<file path="config.mk">
export PLATFORM = sky130hd
export DESIGN_NAME = rv32x_seq_alu
export DESIGN_NICKNAME = d
export VERILOG_FILES = /design/src/rv32x_pkg.sv /design/src/rv32x_seq_alu.sv
export SDC_FILE = /design/constraint.sdc
export NUM_CORES = 1
export LEC_CHECK = 0
export ABC_CLOCK_PERIOD_IN_PS = 5000
export BUFFER_PORTS_ARGS = -buffer_cell sky130_fd_sc_hd__buf_4
export CAP_MARGIN = 20
export CELL_PAD_IN_SITES_DETAIL_PLACEMENT = 2
export CELL_PAD_IN_SITES_GLOBAL_PLACEMENT = 2
export CORE_UTILIZATION = 34
export CTS_CLUSTER_SIZE = 10
export DETAILED_ROUTE_END_ITERATION = 8
export GPL_ROUTABILITY_DRIVEN = 0
export PLACE_DENSITY_LB_ADDON = 0.1
export SYNTH_ARGS = -nofsm -noshare
export SYNTH_HDL_FRONTEND = slang
export SYNTH_SLANG_ARGS = --single-unit
</file>
<file path="constraint.sdc">
create_clock -name clock -period 5 [get_ports clock]
set_clock_uncertainty 0.05 [all_clocks]
set_input_delay 1.5 -clock clock [delete_from_list [all_inputs] [get_ports clock]]
set_output_delay 1.5 -clock clock [all_outputs]
set_load 0.02 [all_outputs]
</file>
<file path="src/rv32x_pkg.sv">
`timescale 1ns / 1ps
`default_nettype none

package rv32x_pkg;

   // major opcodes
   localparam logic [6:0] OP_REG    = 7'h33;
   localparam logic [6:0] OP_LOAD   = 7'h03;
   localparam logic [6:0] OP_IMM    = 7'h13;
   localparam logic [6:0] OP_SYSTEM = 7'h73;
   localparam logic [6:0] OP_STORE  = 7'h23;
   localparam logic [6:0] OP_BRANCH = 7'h63;
   localparam logic [6:0] OP_LUI    = 7'h37;
   localparam logic [6:0] OP_JAL    = 7'h6f;

   // funct7 groups
   localparam logic [6:0] F7_BASE   = 7'h00;
   localparam logic [6:0] F7_ALT    = 7'h20;
   localparam logic [6:0] F7_MULDIV = 7'h01;

   // funct3 codes
   localparam logic [2:0] F3_ADD  = 3'd0;
   localparam logic [2:0] F3_SLL  = 3'd1;
   localparam logic [2:0] F3_SLT  = 3'd2;
   localparam logic [2:0] F3_XOR  = 3'd4;
   localparam logic [2:0] F3_SRL  = 3'd5;
   localparam logic [2:0] F3_OR   = 3'd6;
   localparam logic [2:0] F3_AND  = 3'd7;
   localparam logic [2:0] F3_MUL  = 3'd0;
   localparam logic [2:0] F3_MULH = 3'd1;
   localparam logic [2:0] F3_DIV  = 3'd4;
   localparam logic [2:0] F3_REM  = 3'd6;
   localparam logic [2:0] F3_BEQ  = 3'd0;
   localparam logic [2:0] F3_BNE  = 3'd1;
   localparam logic [2:0] F3_BYTE = 3'd0;
   localparam logic [2:0] F3_HALF = 3'd1;
   localparam logic [2:0] F3_WORD = 3'd2;

   // environment call
   localparam logic [31:0] ECALL_WORD  = 32'h0000_0073;
   localparam logic [31:0] ECALL_PRINT = 32'd1;
   localparam logic [31:0] ECALL_EXIT  = 32'd10;
   localparam logic [4:0]  REG_A0      = 5'd10;
   localparam logic [4:0]  REG_A1      = 5'd11;
   localparam logic [4:0]  REG_ZERO    = 5'd0;

   // result status
   localparam logic [2:0] ST_OK        = 3'd0;
   localparam logic [2:0] ST_PRINT     = 3'd1;
   localparam logic [2:0] ST_EXIT      = 3'd2;
   localparam logic [2:0] ST_ILLEGAL   = 3'd3;
   localparam logic [2:0] ST_BAD_ECALL = 3'd4;
   localparam logic [2:0] ST_BAD_ADDR  = 3'd5;

   typedef enum logic [3:0] {
      ALU_ADD, ALU_SUB, ALU_SLT, ALU_XOR, ALU_OR, ALU_AND,
      ALU_SLL, ALU_SRL, ALU_SRA, ALU_MUL, ALU_MULH, ALU_DIV, ALU_REM
   } alu_op_type;

   typedef struct packed {
      logic       start;
      alu_op_type op;
   } alu_ctl_type;

   typedef struct packed {
      logic        done;
      logic [31:0] value;
   } alu_res_type;

   typedef enum logic [3:0] {
      S_CLEAR, S_IDLE, S_DECODE, S_EXEC, S_ADDR, S_LD_RD, S_LD_CAP,
      S_LD_FIX, S_STORE, S_FINISH, S_RESP
   } state_type;

   typedef enum logic [3:0] {
      A_IDLE, A_SER, A_SHF, A_MUL, A_MFIX1, A_MFIX2, A_DPREP, A_DIV, A_DFIX
   } alu_state_type;

endpackage

`default_nettype wire

</file>
<file path="src/rv32x_seq_alu.sv">
`timescale 1ns / 1ps
`default_nettype none

module rv32x_seq_alu (
   input  wire logic                  clock,
   input  wire logic                  reset,
   input  wire rv32x_pkg::alu_ctl_type ctl,
   input  wire logic [31:0]           opa,
   input  wire logic [31:0]           opb,
   output rv32x_pkg::alu_res_type     res
);

   rv32x_pkg::alu_state_type state_ff, state_in;
   rv32x_pkg::alu_op_type    op_ff, op_in;
   logic [31:0] a_ff, a_in;
   logic [31:0] b_ff, b_in;
   logic [31:0] r_ff, r_in;
   logic [31:0] hi_ff, hi_in;
   logic [4:0]  cnt_ff, cnt_in;
   logic        carry_ff, carry_in;
   logic        neg_ff, neg_in;
   logic        done_ff, done_in;

   logic        inv, bsel, sum, obit;
   logic [32:0] prod, rem2, diff;
   logic        ge;
   logic [31:0] dsel;

   // control registers
   always_ff @(posedge clock) begin
      if (reset) begin
         state_ff <= rv32x_pkg::A_IDLE;
         done_ff  <= 1'b0;
      end else begin
         state_ff <= state_in;
         done_ff  <= done_in;
      end
   end

   // datapath registers
   always_ff @(posedge clock) begin
      op_ff    <= op_in;
      a_ff     <= a_in;
      b_ff     <= b_in;
      r_ff     <= r_in;
      hi_ff    <= hi_in;
      cnt_ff   <= cnt_in;
      carry_ff <= carry_in;
      neg_ff   <= neg_in;
   end

   // one bit of the serial adder per cycle
   assign inv  = (op_ff == rv32x_pkg::ALU_SUB) || (op_ff == rv32x_pkg::ALU_SLT);
   assign bsel = b_ff[0] ^ inv;
   assign sum  = a_ff[0] ^ bsel ^ carry_ff;

   // shift-add and restore-divide steps
   assign prod = {1'b0, hi_ff} + (r_ff[0] ? {1'b0, b_ff} : 33'd0);
   assign rem2 = {hi_ff, a_ff[31]};
   assign diff = rem2 - {1'b0, b_ff};
   assign ge   = (rem2 >= {1'b0, b_ff});
   assign dsel = (op_ff == rv32x_pkg::ALU_DIV) ? a_ff : hi_ff;

   // sequencer
   always_comb begin
      state_in = state_ff;
      op_in    = op_ff;
      a_in     = a_ff;
      b_in     = b_ff;
      r_in     = r_ff;
      hi_in    = hi_ff;
      cnt_in   = cnt_ff;
      carry_in = carry_ff;
      neg_in   = neg_ff;
      done_in  = 1'b0;
      obit     = sum;
      case (state_ff)
         rv32x_pkg::A_IDLE: begin
            if (ctl.start) begin
               op_in    = ctl.op;
               a_in     = opa;
               b_in     = opb;
               r_in     = opa;
               hi_in    = 32'd0;
               cnt_in   = 5'd0;
               carry_in = (ctl.op == rv32x_pkg::ALU_SUB) || (ctl.op == rv32x_pkg::ALU_SLT);
               case (ctl.op)
                  rv32x_pkg::ALU_SLL, rv32x_pkg::ALU_SRL, rv32x_pkg::ALU_SRA: begin
                     cnt_in   = opb[4:0];
                     state_in = rv32x_pkg::A_SHF;
                  end
                  rv32x_pkg::ALU_MUL, rv32x_pkg::ALU_MULH: state_in = rv32x_pkg::A_MUL;
                  rv32x_pkg::ALU_DIV, rv32x_pkg::ALU_REM:  state_in = rv32x_pkg::A_DPREP;
                  default: state_in = rv32x_pkg::A_SER;
               endcase
            end
         end
         rv32x_pkg::A_SER: begin
            carry_in = (a_ff[0] & bsel) | (a_ff[0] & carry_ff) | (bsel & carry_ff);
            case (op_ff)
               rv32x_pkg::ALU_XOR: obit = a_ff[0] ^ b_ff[0];
               rv32x_pkg::ALU_OR:  obit = a_ff[0] | b_ff[0];
               rv32x_pkg::ALU_AND: obit = a_ff[0] & b_ff[0];
               default:            obit = sum;
            endcase
            r_in   = {obit, r_ff[31:1]};
            a_in   = {1'b0, a_ff[31:1]};
            b_in   = {1'b0, b_ff[31:1]};
            cnt_in = cnt_ff + 5'd1;
            if (cnt_ff == 5'd31) begin
               // sign bits are the last ones through
               if (op_ff == rv32x_pkg::ALU_SLT)
                  r_in = {31'd0, (a_ff[0] != b_ff[0]) ? a_ff[0] : sum};
               done_in  = 1'b1;
               state_in = rv32x_pkg::A_IDLE;
            end
         end
         rv32x_pkg::A_SHF: begin
            if (cnt_ff == 5'd0) begin
               done_in  = 1'b1;
               state_in = rv32x_pkg::A_IDLE;
            end else begin
               cnt_in = cnt_ff - 5'd1;
               case (op_ff)
                  rv32x_pkg::ALU_SLL: r_in = {r_ff[30:0], 1'b0};
                  rv32x_pkg::ALU_SRL: r_in = {1'b0, r_ff[31:1]};
                  default:            r_in = {r_ff[31], r_ff[31:1]};
               endcase
            end
         end
         rv32x_pkg::A_MUL: begin
            hi_in  = prod[32:1];
            r_in   = {prod[0], r_ff[31:1]};
            cnt_in = cnt_ff + 5'd1;
            if (cnt_ff == 5'd31) begin
               if (op_ff == rv32x_pkg::ALU_MUL) begin
                  done_in  = 1'b1;
                  state_in = rv32x_pkg::A_IDLE;
               end else begin
                  state_in = rv32x_pkg::A_MFIX1;
               end
            end
         end
         // signed correction of the high word
         rv32x_pkg::A_MFIX1: begin
            hi_in    = hi_ff - (a_ff[31] ? b_ff : 32'd0);
            state_in = rv32x_pkg::A_MFIX2;
         end
         rv32x_pkg::A_MFIX2: begin
            r_in     = hi_ff - (b_ff[31] ? a_ff : 32'd0);
            done_in  = 1'b1;
            state_in = rv32x_pkg::A_IDLE;
         end
         // divide by zero, else take magnitudes
         rv32x_pkg::A_DPREP: begin
            if (b_ff == 32'd0) begin
               r_in     = (op_ff == rv32x_pkg::ALU_DIV) ? 32'hffff_ffff : a_ff;
               done_in  = 1'b1;
               state_in = rv32x_pkg::A_IDLE;
            end else begin
               a_in     = a_ff[31] ? (32'd0 - a_ff) : a_ff;
               b_in     = b_ff[31] ? (32'd0 - b_ff) : b_ff;
               neg_in   = (op_ff == rv32x_pkg::ALU_DIV) ? (a_ff[31] ^ b_ff[31]) : a_ff[31];
               hi_in    = 32'd0;
               cnt_in   = 5'd0;
               state_in = rv32x_pkg::A_DIV;
            end
         end
         rv32x_pkg::A_DIV: begin
            hi_in  = ge ? diff[31:0] : rem2[31:0];
            a_in   = {a_ff[30:0], ge};
            cnt_in = cnt_ff + 5'd1;
            if (cnt_ff == 5'd31)
               state_in = rv32x_pkg::A_DFIX;
         end
         rv32x_pkg::A_DFIX: begin
            r_in     = neg_ff ? (32'd0 - dsel) : dsel;
            done_in  = 1'b1;
            state_in = rv32x_pkg::A_IDLE;
         end
         default: state_in = rv32x_pkg::A_IDLE;
      endcase
   end

   assign res.done  = done_ff;
   assign res.value = r_ff;

endmodule

`default_nettype wire

</file>
---- Word level (Yosys, flattened, before mapping) ----
Index checks and enable logic that the tools add are counted.
cells by class
  equality and inequality tests ........... 39
  add/sub/neg operators ................... 9
  muxes and demuxes ....................... 49
  magnitude comparators ................... 1
  reduce and logical (&&, ||, !) cells .... 28
  bitwise operators ....................... 13
operator list
  operator                                             number
  two-way mux 32 bit                                   19
  case mux 32 bit (7 select lines)                     1
  case mux 32 bit (5 select lines)                     1
  case mux 32 bit (4 select lines)                     1
  case mux 32 bit (3 select lines)                     1
  subtractor 1 x 32 -> 32 bit, first input constant    3
  subtractor 32 bit                                    3
  case mux 32 bit (2 select lines)                     1
  equality test 4 x 3 -> 1 bit, second input constant  10
  adder 32 x 32 -> 33 bit                              1
  greater-or-equal comparator 33 x 32 -> 1 bit         1
  equality test 4 bit, second input constant           8
  logical NOT 32 bit                                   1
  case mux 4 bit (7 select lines)                      1
  equality test 4 x 2 -> 1 bit, second input constant  5
  two-way mux 4 bit                                    5
  two-way mux 5 bit                                    4
  inequality test 2 bit, second input constant         10
  case mux 5 bit (4 select lines)                      1
  AND reduction 4 bit                                  4
  equality test 4 x 1 -> 1 bit, second input constant  3
  AND reduction 5 bit                                  2
  case mux 3 bit (3 select lines)                      1
  AND reduction 3 bit                                  3
  other kinds (25)                                     49
storage, ports and cells
  output and inout port bits .............. 33
  register bits after elaboration ......... 144
  input port bits ......................... 71
  word-level logic and storage cells ...... 152

---- Logic depth before layout (Yosys ltp) ----
  depth after elaboration ................. 9
  gate-level depth with buffers ........... 17
  gate-level depth less buffers ........... 14

---- Worst setup path before layout ----
No wires, ideal clock.
  path type ............................... reg-to-reg
  start point ............................. register b_ff[8]
  end point ............................... register r_ff[31], enable pin
  library setup time ...................... 0.313 ns
  arrival ................................. 4.928 ns
  buffers on the path ..................... 0
  stages on the path, launching flop included .. 10
  slack ................................... -0.292 ns
  cell sequence ........................... edfxtp_1 > or4_1 > or3_1 > nor3_2 > and2_1 > nand3_1 > o21ai_0 > inv_1 > a211oi_1 > a21boi_0
on the way
  longest elaborated chain between the ends .. 3
RTL lines
  element                                 line                  RTL
  start: declaration                      rv32x_seq_alu.sv:16   logic [31:0] b_ff, b_in;
  start signal: assignment                rv32x_seq_alu.sv:44   b_ff <= b_in;
  logical NOT 32 bit                      rv32x_seq_alu.sv:156  if (b_ff == 32'd0) begin
  inequality test 2 bit (no source line)  -
  AND reduction 5 bit (no source line)    -
  end signal: assignment                  rv32x_seq_alu.sv:45   r_ff <= r_in;
  end: declaration                        rv32x_seq_alu.sv:17   logic [31:0] r_ff, r_in;
Every way passes these cells.
A chain may end at the register's enable or synchronous reset.

---- Worst setup path in the final report ----
  start point ............................. register r_ff[0]
  end point ............................... register hi_ff[30] (data pin)
on the way
  longest elaborated chain between the ends .. 3
RTL lines
  element                           line                 RTL
  two-way mux 32 bit                rv32x_seq_alu.sv:58  assign prod = {1'b0, hi_ff} + (r_ff[0] ? {1'b0, b_ff} : 33'd0);
  adder 32 x 32 -> 33 bit           rv32x_seq_alu.sv:58
  case mux 32 bit (5 select lines)  rv32x_seq_alu.sv:77  case (state_ff)
  via hi_in[30]                     rv32x_seq_alu.sv:18  logic [31:0] hi_ff, hi_in;
  end signal: assignment            rv32x_seq_alu.sv:46  hi_ff <= hi_in;
  end: declaration                  rv32x_seq_alu.sv:18
The timed path passes the listed nets, and every way through them passes these cells.

==> out/qor.txt <==
Yosys Warn Count - 0
Post-CTS Resized - 0
Mapped Cells - 2,202
Minimum clock period - 4.75 ns
Total CTS buffers - 17
Share of layout cells above drive strength 1 - 9.63%
Initial antenna violation count - 1
CTS tree - done
Core area - 0.0503 mm²
Initial core utilization - 34.5%
H-tree depth - 4
Reg2reg setup slack - 0.25 ns
Depth of the most critical reg-to-reg path - 13
Final period util - 95.0%
Final net count - 2,453
Sequential element share of the synthesized area - 24.6%
Number of global-route vias before repair - 19,329
Met3 usage - 3.24%
Synth Register Bits - 144
Worst-path fanout max - 31
Clock-pin transition on the worst setup and hold timing paths - 0.07 ns
Final setup vio count - 0
Drc violations - 0
Post-detailed-route count of antenna-violating nets - 0
Setup bufs post-CTS - 0
Die area - 0.0520 mm²
Num rows - 82
Die X - 228 µm
Post-synth cell types - 73
DRT Pass-1 Iters - 9
Chip height - 228 µm
Hold buffers post-CTS - 0
TritonCTS sink count - 144
Worst-Margin Slew - 1.05 ns
Syn Nets - 2,415
Endpoints failing hold - 0
PortBufs - 103
Gr ovfl total - 0
Count of final max-slew check failures - 0
Met1 Resource Use GR - 36.1%
Met2 GRT Util - 52.6%
Worst-path cell chain - buf_4, and2_1, ha_1, nand3_1, o211ai_1, nand2_1, o21ai_0, a211oi_1, o41ai_1, a2111oi_0, o31a_1, xor2_1, o221ai_1
RSZ-0062 raised after global routing - no
Synthesis-to-finish area growth - 12.1%
Synth Flop Type - edfxtp_1
Clock buffer depth - 2
Critical path class - reg -> reg
Routed length per instance - 26.4 µm
Starting DRT DRC Count - 1,117
Worst min path class - reg -> reg
Critical Path AT - 4.93 ns
Root Buffer - clkbuf_16
Clock latency on the worst-skew pair - 0.52 ns
Total number of vias - 17,971
Largest net degree at the start of global routing - 66
Busiest layer in global routing - met2
Syn_area_per_cell - 7.89 µm²
Max Freq - 0.210 GHz
Final WL - 77,200 µm
Status - complete, no violations
Hpwl dp - 58,200 µm
CP Data Required Time - 5.17 ns
Relative slew slack - 29.9%
Highest-delay cell along the critical path - o41ai_1
Hold Path Cell Cnt - 2
First-pass GRT wire length - 118,000 µm
TNS Setup - 0 ns
CP endpoint kind - register
Post-synth EDFFs - 139
Max incr delay on CP - 0.78 ns
Async SR Flop Fraction - 0%
Crit start category - register
# Max-Cap Violations - 0
GRT Total Usage - 29.5%
Mean number of vias per cell - 6.14
Mapped Area - 0.0174 mm²
Number of placed I/O pins - 104
==> layout make-up <==
type / count / area (µm²)
Fill cell: 5812 / 30800
Multi-Input combinational cell: 1855 / 12400
Sequential cell: 144 / 4270
Timing Repair Buffer: 156 / 1210
Tap cell: 672 / 841
Clock buffer: 19 / 433
Inverter: 66 / 248
Clock inverter: 13 / 73.8
Antenna cell: 1 / 2.50
==> cells by family (layout without fill, tap and decap cells) <==
logic type      after synthesis  count (layout)  share of synthesized area (%)
compound gates              716             716                           27.1
xor+xnor                    191             191                           9.63
fa+ha+maj                   142             142                           10.5
buf+inv                     203             254                           4.57
flops                       144             144                           24.6
mux                          47              47                           2.72
other cells                   0               1                              0
simple gates                759             759                           20.9
==> layer usage <==
metal | share of wire [%] | vias up
met2 | 50 | 386
met4 | 3.0 | 0
met1 | 44 | 9168
met3 | 3.2 | 116
li1 | - | 8301
met5 | 0 | -
==> through the flow <==
step | std cells | hold WS [ns] | util, % | cell area, µm² | setup WS, ns
2_1_floorplan | 2202 | 0.547 | - | 17400 | 0.558
3_3_place_gp | 2891 | 0.576 | 37.7 | 18900 | 0.437
3_5_place_dp | 2892 | 0.590 | 37.7 | 18900 | 0.261
4_1_cts | 2924 | 0.597 | 38.7 | 19500 | 0.225
5_1_grt | 2925 | 0.623 | 38.7 | 19500 | 0.0131
6_report | 2926 | 0.597 | 38.7 | 19500 | 0.248
==> critical path: cells and delay by family (launching register included) <==
kind | cells | cell delay, ns
xor gates and xnor gates | 1 | 0.13
AOI/OAI and AO/OA | 7 | 2.66
and+or+nand+nor | 3 | 0.45
DFF | 1 | 0.49
adders and majority gates | 1 | 0.38
buffers and inverters | 1 | 0.28
==> sequential cells by signal, summed over array words and instances (netlist names) <==
register and cells:
a_ff 32, neg_ff 1, done_ff 1, carry_ff 1
cnt_ff 5, op_ff 4, state_ff 4, hi_ff 32
r_ff 32, b_ff 32
==> cell usage in the layout, fill, tap and decap left out, drive strengths merged, types with 8 or more instances in the layout <==
cell,count
nor2b,27
nor4,15
a21oi,158
clkbuf,19
o21ai,192
a31oi,17
xor2,84
o211ai,21
a21boi,8
a21o,65
edfxtp,139
a222oi,32
nand2b,20
nand2,266
and2,45
clkinv,11
a22oi,47
ha,136
nand3,57
o21bai,23
o21a,18
a221oi,33
nand3b,8
o221ai,13
and3,12
o31ai,9
xnor2,107
or3,22
nor3,64
nor2,167
o22ai,8
inv,66
o41ai,9
a211oi,13
buf,156
nand4,20
mux2i,46
or4,14
==> worst paths after layout <==
path	from	end
worst max-delay path	r_ff[0]$_DFFE_PP_	hi_ff[30]$_DFFE_PP_
worst min-delay path	r_ff[25]$_DFFE_PP_	r_ff[24]$_DFFE_PP_
worst max register to register	r_ff[0]$_DFFE_PP_	hi_ff[30]$_DFFE_PP_
worst min register to register	r_ff[25]$_DFFE_PP_	r_ff[24]$_DFFE_PP_
==> cells in the mapped netlist (all sizes together) (22+ instances only) <==
cell    instances  area [µm²]
mux2i          46         460
nand3          57         285
a21oi         158         791
edfxtp        139        4170
a221oi         33         289
a222oi         32         320
or3            22         143
ha            136        1700
o21ai         192         961
inv            66         248
nor3           64         335
xor2           84         736
a22oi          47         353
a21o           65         488
o21bai         23         173
clkbuf        117         439
nand2         266         998
and2           45         282
nor2          167         627
xnor2         107         937
nor2b          27         169
Power is left out: the tool's default activity adds up to more than one toggle a clock period on the data nets, which glitch-free logic cannot reach.
